===== config.mk =====
export PLATFORM = sky130hd
export DESIGN_NAME = audio_dpcm_byte_encoder
export DESIGN_NICKNAME = d
export VERILOG_FILES = /design/src/rtl/adbe_pkg.sv /design/src/rtl/audio_dpcm_byte_encoder.sv /design/src/rtl/adbe_scale.sv /design/src/rtl/adbe_enc.sv
export SDC_FILE = /design/constraint.sdc
export NUM_CORES = 1
export LEC_CHECK = 0
export BUFFER_PORTS_ARGS = -buffer_cell sky130_fd_sc_hd__buf_2
export CAP_MARGIN = 10
export CORE_MARGIN = 5
export CORE_UTILIZATION = 55
export CTS_CLUSTER_SIZE = 30
export DETAILED_ROUTE_END_ITERATION = 7
export PLACE_DENSITY = 0.77
export SLEW_MARGIN = 5
export SYNTH_ARGS = -nofsm -noshare
export SYNTH_HDL_FRONTEND = slang
export SYNTH_SLANG_ARGS = --single-unit

===== constraint.sdc =====
create_clock -name clk -period 16.39 [get_ports clk]
set_clock_uncertainty 0.05 [all_clocks]
set_input_delay 3.278 -clock clk [delete_from_list [all_inputs] [get_ports clk]]
set_output_delay 3.278 -clock clk [all_outputs]
set_load 0.05 [all_outputs]

===== src/rtl/adbe_pkg.sv =====
package adbe_pkg;

	localparam int FRAC_BITS_DEF = 23;
	localparam int SAMPLE_W      = 32;
	localparam int PCM_W         = 16;
	localparam int DIFF_W        = PCM_W + 1;
	localparam int DELTA_W       = 15;
	localparam int BYTE_W        = 8;

	localparam logic MODE_RAW  = 1'b0;
	localparam logic MODE_DPCM = 1'b1;

	localparam logic signed [DIFF_W-1:0]  DELTA_MAX = DIFF_W'(16383);
	localparam logic signed [DIFF_W-1:0]  DELTA_MIN = DIFF_W'(-16384);
	localparam logic signed [DELTA_W-1:0] SHORT_MAX = DELTA_W'(63);
	localparam logic signed [DELTA_W-1:0] SHORT_MIN = DELTA_W'(-64);
	localparam logic [BYTE_W-1:0]         CONT_BIT  = 8'h80;

	typedef struct packed {
		logic [BYTE_W-1:0]       b0;
		logic [BYTE_W-1:0]       b1;
		logic                    two;
		logic                    upd;
		logic signed [PCM_W-1:0] nxt;
	} enc_t;

endpackage


===== src/rtl/audio_dpcm_byte_encoder.sv =====
// Audio DPCM byte encoder. Each input word is a signed fixed-point sample
// (1.0 = 2^FRAC_BITS), scaled to 16 bits with truncation toward zero and
// saturation; clipped flags saturation on every byte of that sample. Mode 0
// sends two little-endian bytes per sample. Mode 1 (reset) sends a sample that
// starts a channel block raw in two bytes, and otherwise the difference from
// the last sent value clamped to -16384..16383: one byte for -64..63, else a
// byte with bit 7 set holding the low 7 bits followed by bits 14..7.
// last_byte marks the final byte of a sample. The first output byte passes
// through the input stage register and then the output register, which it
// enters once free. The byte-wide output register sets the rate: one byte per
// cycle while out_ready is high. Write mode only while the block is idle.
module audio_dpcm_byte_encoder #(
	parameter int FRAC_BITS = adbe_pkg::FRAC_BITS_DEF
) (
	input  logic                                 clk,
	input  logic                                 arst_n,
	input  logic                                 cfg_we,
	input  logic                                 cfg_wdata,
	input  logic                                 in_valid,
	output logic                                 in_ready,
	input  logic signed [adbe_pkg::SAMPLE_W-1:0] sample,
	input  logic                                 first_of_block,
	output logic                                 out_valid,
	input  logic                                 out_ready,
	output logic [adbe_pkg::BYTE_W-1:0]          out_byte,
	output logic                                 last_byte,
	output logic                                 clipped
);

	logic                                 mode_q;
	logic signed [adbe_pkg::PCM_W-1:0]    lst_q;
	logic                                 vld_s1;
	logic signed [adbe_pkg::SAMPLE_W-1:0] sample_s1;
	logic                                 first_s1;
	logic [1:0]                           cnt_q;
	logic [adbe_pkg::BYTE_W-1:0]          ob0_q;
	logic [adbe_pkg::BYTE_W-1:0]          ob1_q;
	logic                                 clip_q;

	logic signed [adbe_pkg::PCM_W-1:0]    pcm;
	logic                                 clip;
	adbe_pkg::enc_t                       enc;
	logic                                 load;
	logic                                 pop;
	logic                                 in_acc;

	adbe_scale #(
		.FRAC_BITS(FRAC_BITS)
	) u_scale (
		.sample(sample_s1),
		.pcm   (pcm),
		.clip  (clip)
	);

	adbe_enc u_enc (
		.pcm  (pcm),
		.lst  (lst_q),
		.first(first_s1),
		.mode (mode_q),
		.enc  (enc)
	);

	assign out_valid = (cnt_q != 2'd0);
	assign pop       = out_valid && out_ready;
	assign load      = vld_s1 && ((cnt_q == 2'd0) || ((cnt_q == 2'd1) && out_ready));
	assign in_ready  = !vld_s1 || load;
	assign in_acc    = in_valid && in_ready;

	assign out_byte  = ob0_q;
	assign last_byte = (cnt_q == 2'd1);
	assign clipped   = clip_q;

	always_ff @(posedge clk or negedge arst_n) begin
		if (!arst_n) begin
			mode_q <= adbe_pkg::MODE_DPCM;
			lst_q  <= '0;
			vld_s1 <= 1'b0;
			cnt_q  <= 2'd0;
		end else begin
			if (cfg_we) begin
				mode_q <= cfg_wdata;
			end
			if (load && enc.upd) begin
				lst_q <= enc.nxt;
			end
			if (in_acc) begin
				vld_s1 <= 1'b1;
			end else if (load) begin
				vld_s1 <= 1'b0;
			end
			if (load) begin
				cnt_q <= enc.two ? 2'd2 : 2'd1;
			end else if (pop) begin
				cnt_q <= cnt_q - 2'd1;
			end
		end
	end

	always_ff @(posedge clk) begin
		if (in_acc) begin
			sample_s1 <= sample;
			first_s1  <= first_of_block;
		end
		if (load) begin
			ob0_q  <= enc.b0;
			ob1_q  <= enc.b1;
			clip_q <= clip;
		end else if (pop) begin
			ob0_q <= ob1_q;
		end
	end

`ifndef SYNTHESIS
	a_second_byte_follows: assert property (@(posedge clk) disable iff (!arst_n)
		(out_valid && out_ready && !last_byte) |=> (out_valid && last_byte))
		else $error("second byte of a word missing");

	a_raw_keeps_last: assert property (@(posedge clk) disable iff (!arst_n)
		(load && mode_q == adbe_pkg::MODE_RAW) |=> $stable(lst_q))
		else $error("tracked value changed in raw mode");

	a_ready_needs_room: assert property (@(posedge clk) disable iff (!arst_n)
		(vld_s1 && in_ready) |-> ((cnt_q == 2'd0) || (cnt_q == 2'd1 && out_ready)))
		else $error("input taken while output buffer full");

	a_cnt_range: assert property (@(posedge clk) disable iff (!arst_n)
		cnt_q != 2'd3)
		else $error("output byte count out of range");
`endif

endmodule


===== src/rtl/adbe_scale.sv =====
module adbe_scale #(
	parameter int FRAC_BITS = adbe_pkg::FRAC_BITS_DEF
) (
	input  logic signed [adbe_pkg::SAMPLE_W-1:0] sample,
	output logic signed [adbe_pkg::PCM_W-1:0]    pcm,
	output logic                                 clip
);

	localparam int SW = adbe_pkg::SAMPLE_W;
	localparam int K  = FRAC_BITS - 15;
	localparam logic signed [SW-1:0] HI  = SW'(longint'(32767) * (longint'(1) << K));
	localparam logic signed [SW-1:0] LO  = SW'(longint'(-32768) * (longint'(1) << K));
	localparam logic signed [SW-1:0] RND = SW'((longint'(1) << K) - longint'(1));

	logic signed [SW-1:0] biased;
	logic signed [SW-1:0] shifted;

	// truncate toward zero: bias negatives before the arithmetic shift
	assign biased  = sample[SW-1] ? (sample + RND) : sample;
	assign shifted = biased >>> K;

	always_comb begin
		clip = 1'b0;
		pcm  = shifted[adbe_pkg::PCM_W-1:0];
		if (sample > HI) begin
			clip = 1'b1;
			pcm  = adbe_pkg::PCM_W'(32767);
		end else if (sample < LO) begin
			clip = 1'b1;
			pcm  = adbe_pkg::PCM_W'(-32768);
		end
	end

endmodule


===== src/rtl/adbe_enc.sv =====
module adbe_enc (
	input  logic signed [adbe_pkg::PCM_W-1:0] pcm,
	input  logic signed [adbe_pkg::PCM_W-1:0] lst,
	input  logic                              first,
	input  logic                              mode,
	output adbe_pkg::enc_t                    enc
);

	logic signed [adbe_pkg::DIFF_W-1:0]  diff;
	logic signed [adbe_pkg::DIFF_W-1:0]  dcl;
	logic signed [adbe_pkg::DELTA_W-1:0] d;
	logic                                small_d;

	assign diff = adbe_pkg::DIFF_W'(pcm) - adbe_pkg::DIFF_W'(lst);

	always_comb begin
		if (diff > adbe_pkg::DELTA_MAX) begin
			dcl = adbe_pkg::DELTA_MAX;
		end else if (diff < adbe_pkg::DELTA_MIN) begin
			dcl = adbe_pkg::DELTA_MIN;
		end else begin
			dcl = diff;
		end
	end

	assign d       = dcl[adbe_pkg::DELTA_W-1:0];
	assign small_d = (d >= adbe_pkg::SHORT_MIN) && (d <= adbe_pkg::SHORT_MAX);

	always_comb begin
		enc     = '0;
		enc.nxt = lst + adbe_pkg::PCM_W'(d);
		enc.upd = 1'b1;
		if (mode == adbe_pkg::MODE_RAW || first) begin
			enc.b0  = pcm[7:0];
			enc.b1  = pcm[15:8];
			enc.two = 1'b1;
			enc.upd = (mode == adbe_pkg::MODE_DPCM);
			enc.nxt = pcm;
		end else if (small_d) begin
			enc.b0  = {1'b0, d[6:0]};
			enc.two = 1'b0;
		end else begin
			enc.b0  = adbe_pkg::CONT_BIT | {1'b0, d[6:0]};
			enc.b1  = d[14:7];
			enc.two = 1'b1;
		end
	end

endmodule

==> flow_summary.ini <==
[clock_network]
cts_buffers = 9
clk_pin_slew_ns = 0.08
insertion_delay_ns = 0.36
htree_levels = 3
tritoncts = yes
cts.sinks = 70
postCtsSetupBuffers = 0
cts_buffer_depth = 2
hold_buffers = 0
postCtsResizedCells = 0
cts_root_buffer = clkbuf_8

[synth]
synth_nets = 604
synth_most_common_cell = nand2_1
syn_avg_cell_area_sq_um = 9.34
synth_area_leaders = edfxtp_1 30%, dfrtp_1 9.6%, ha_1 8.3%, o21ai_0 4.7%, a21oi_1 4.4%
synthTopCellsByCount = 52 x nand2_1, 50 x edfxtp_1, 47 x o21ai_0
synth_edf_count = 50
syn_area_sq_um = 4950
ys_ff_latch = 70
ys_async_sr_fraction_pct = 28.6
synth-main-ff-cell = edfxtp_1
ys_seq_area_share_pct = 40.4
post-synth-top-area-cell = edfxtp_1
synth_cell_types = 63
postSynthCellCount = 530
synth_top_area_share_pct = 30.3
yosysWarnings = 0

[place]
globalplace.congestion = 0.936
port_buffers = 50
dpl-instance-area_sq_um = 5290
place.detailed.hpwl_microns = 8990

[layout]
area_growth_pct = 11.5
stdcell_area_sq_um = 5520
n_fill_cell = 761
nets = 652
drive_gt1_share_pct = 16.1
antennaDiodeCount = 0

[flow_run]
maxCapViolCount = 0

[route]
drt_wl_total_microns = 11800
dr_total_vias = 4218
vias_per_cell = 6.10
route.antenna.remaining_nets = 0
wire_per_inst_microns = 17.1
drtIter0Drc = 239
dr.pass1.iters = 5
drc = 0

[sta]
slew-limit-headroom_pct = 36.9
rsz0062_at_grt = false
hold_violations = 0
worst_pin_slew_ns = 0.947
fin_crit_ns = 7.18
fmaxAchievable_ghz = 0.139
setup-violations-final = 0
drv_slew = 0
tns_ns = 0
period_share_pct = 43.8

[grt]
grt_usage_pct = 21.5
overflow = 0
grt_pass1_wl_microns = 19300
antenna_found_initial = 0
grt_pass1_vias = 4142
grt_max_degree = 34

[setup_path]
endpoint_kind = primary output
startpoint_type = input pin
r2r-start = sample_s1[8]$_DFFE_PP_
critical_path_class = in2out
worstPathRequired_ns = 13.06
crit_fanout = 3
cp.arrival_ns = 3.85
worstSetupStartpoint = out_ready

[floorplan]
dieHeight_microns = 105
die_area_sq_um = 11000
num_rows = 34
initial_core_util_pct = 56.5
pin_count = 51
chipWidth_microns = 105
coreArea_sq_um = 8760

[outcome]
status = finished, final reports clean

[min_path]
hold_path_class = reg2reg
min_from = lst_q[0]$_DFFE_PN0P_
-- per-layer routing --
metal  vias to the layer above  part of all wire (%)  global-route usage, %
met1                      1964                    42                   27.0
met2                       174                    47                   35.4
met5                         -                     0                      0
met3                        50                   6.0                   3.82
met4                         0                   5.1                   11.2
li1                       2030                     -                      -
-- layout make-up --
class | instances | area [sq um] | share of cell area (%)
inverters | 34 | 129 | 2.33
clock inverters | 7 | 105 | 1.90
flip-flops and latches | 70 | 2000 | 36.3
repair buffers | 52 | 265 | 4.81
well taps | 108 | 135 | 2.45
clock buffers | 9 | 124 | 2.24
multi-input cells | 411 | 2760 | 50.0
-- kinds of logic after synthesis --
| logic type | after synthesis | synth area share [%] |
|---|---|---|
| compound gates | 172 | 22.2 |
| simple gates | 159 | 15.9 |
| flops | 70 | 40.4 |
| buf+inv | 49 | 3.84 |
| xor+xnor | 41 | 7.55 |
| fa+ha+maj | 35 | 9.15 |
| mux | 4 | 0.859 |
-- worst max-delay path, stage by stage --
cell and delay (ns):
buf_2 0.10, a21oi_1 0.15, nand2_1 0.10, buf_2 0.22
-- placed cells by master (no fill, tap or decap), drive strengths merged, types with 3 or more instances in the layout --
| cell type | n |
|---|---|
| nand2 | 52 |
| o31ai | 3 |
| a211o | 3 |
| nor2 | 36 |
| nand3 | 17 |
| a22oi | 6 |
| inv | 36 |
| o21ai | 58 |
| a21o | 8 |
| xnor2 | 21 |
| buf | 52 |
| nand4 | 5 |
| dfrtp | 19 |
| ha | 33 |
| o211ai | 9 |
| a31o | 6 |
| edfxtp | 50 |
| o41ai | 3 |
| and3 | 6 |
| xor2 | 20 |
| a31oi | 9 |
| clkbuf | 9 |
| nor4 | 5 |
| nand2b | 10 |
| and2 | 7 |
| a21oi | 47 |
| nor3 | 12 |
| a211oi | 4 |
| nor2b | 4 |
| o21a | 6 |
-- path summary, 6_finish.rpt --
path / end / slack [ns] / cells past startpoint
max: in_ready / 9.21 / 4
min: lst_q[0]$_DFFE_PN0P_ / 0.49 / 2
max reg2reg: lst_q[14]$_DFFE_PN0P_ / 9.65 / 24
min reg2reg: lst_q[0]$_DFFE_PN0P_ / 0.49 / 2
max in group asynchronous: mode_q$_DFFE_PN1P_ / 13.07 / 1
min in group asynchronous: lst_q[8]$_DFFE_PN0P_ / 2.84 / 1
-- sequential cells by signal, summed over array words and instances (netlist names) --
signal,flops
sample_s1,32
lst_q,16
ob1_q,8
out_byte,8
cnt_q,2
clipped,1
first_s1,1
mode_q,1
vld_s1,1
-- stage by stage --
step	instances	utilization, %	setup WS, ns	hold WS (ns)
after detailed placement	675	60.4	9.20	0.469
after CTS	691	63.0	9.20	0.490
after global placement	675	60.4	9.23	0.455
final	691	63.0	9.21	0.486
after global routing	691	63.0	9.14	0.519
after floorplan	530	-	9.32	0.428
Power is not shown: default switching activity piles up to over one toggle a cycle in this logic, so the estimate is an artifact.
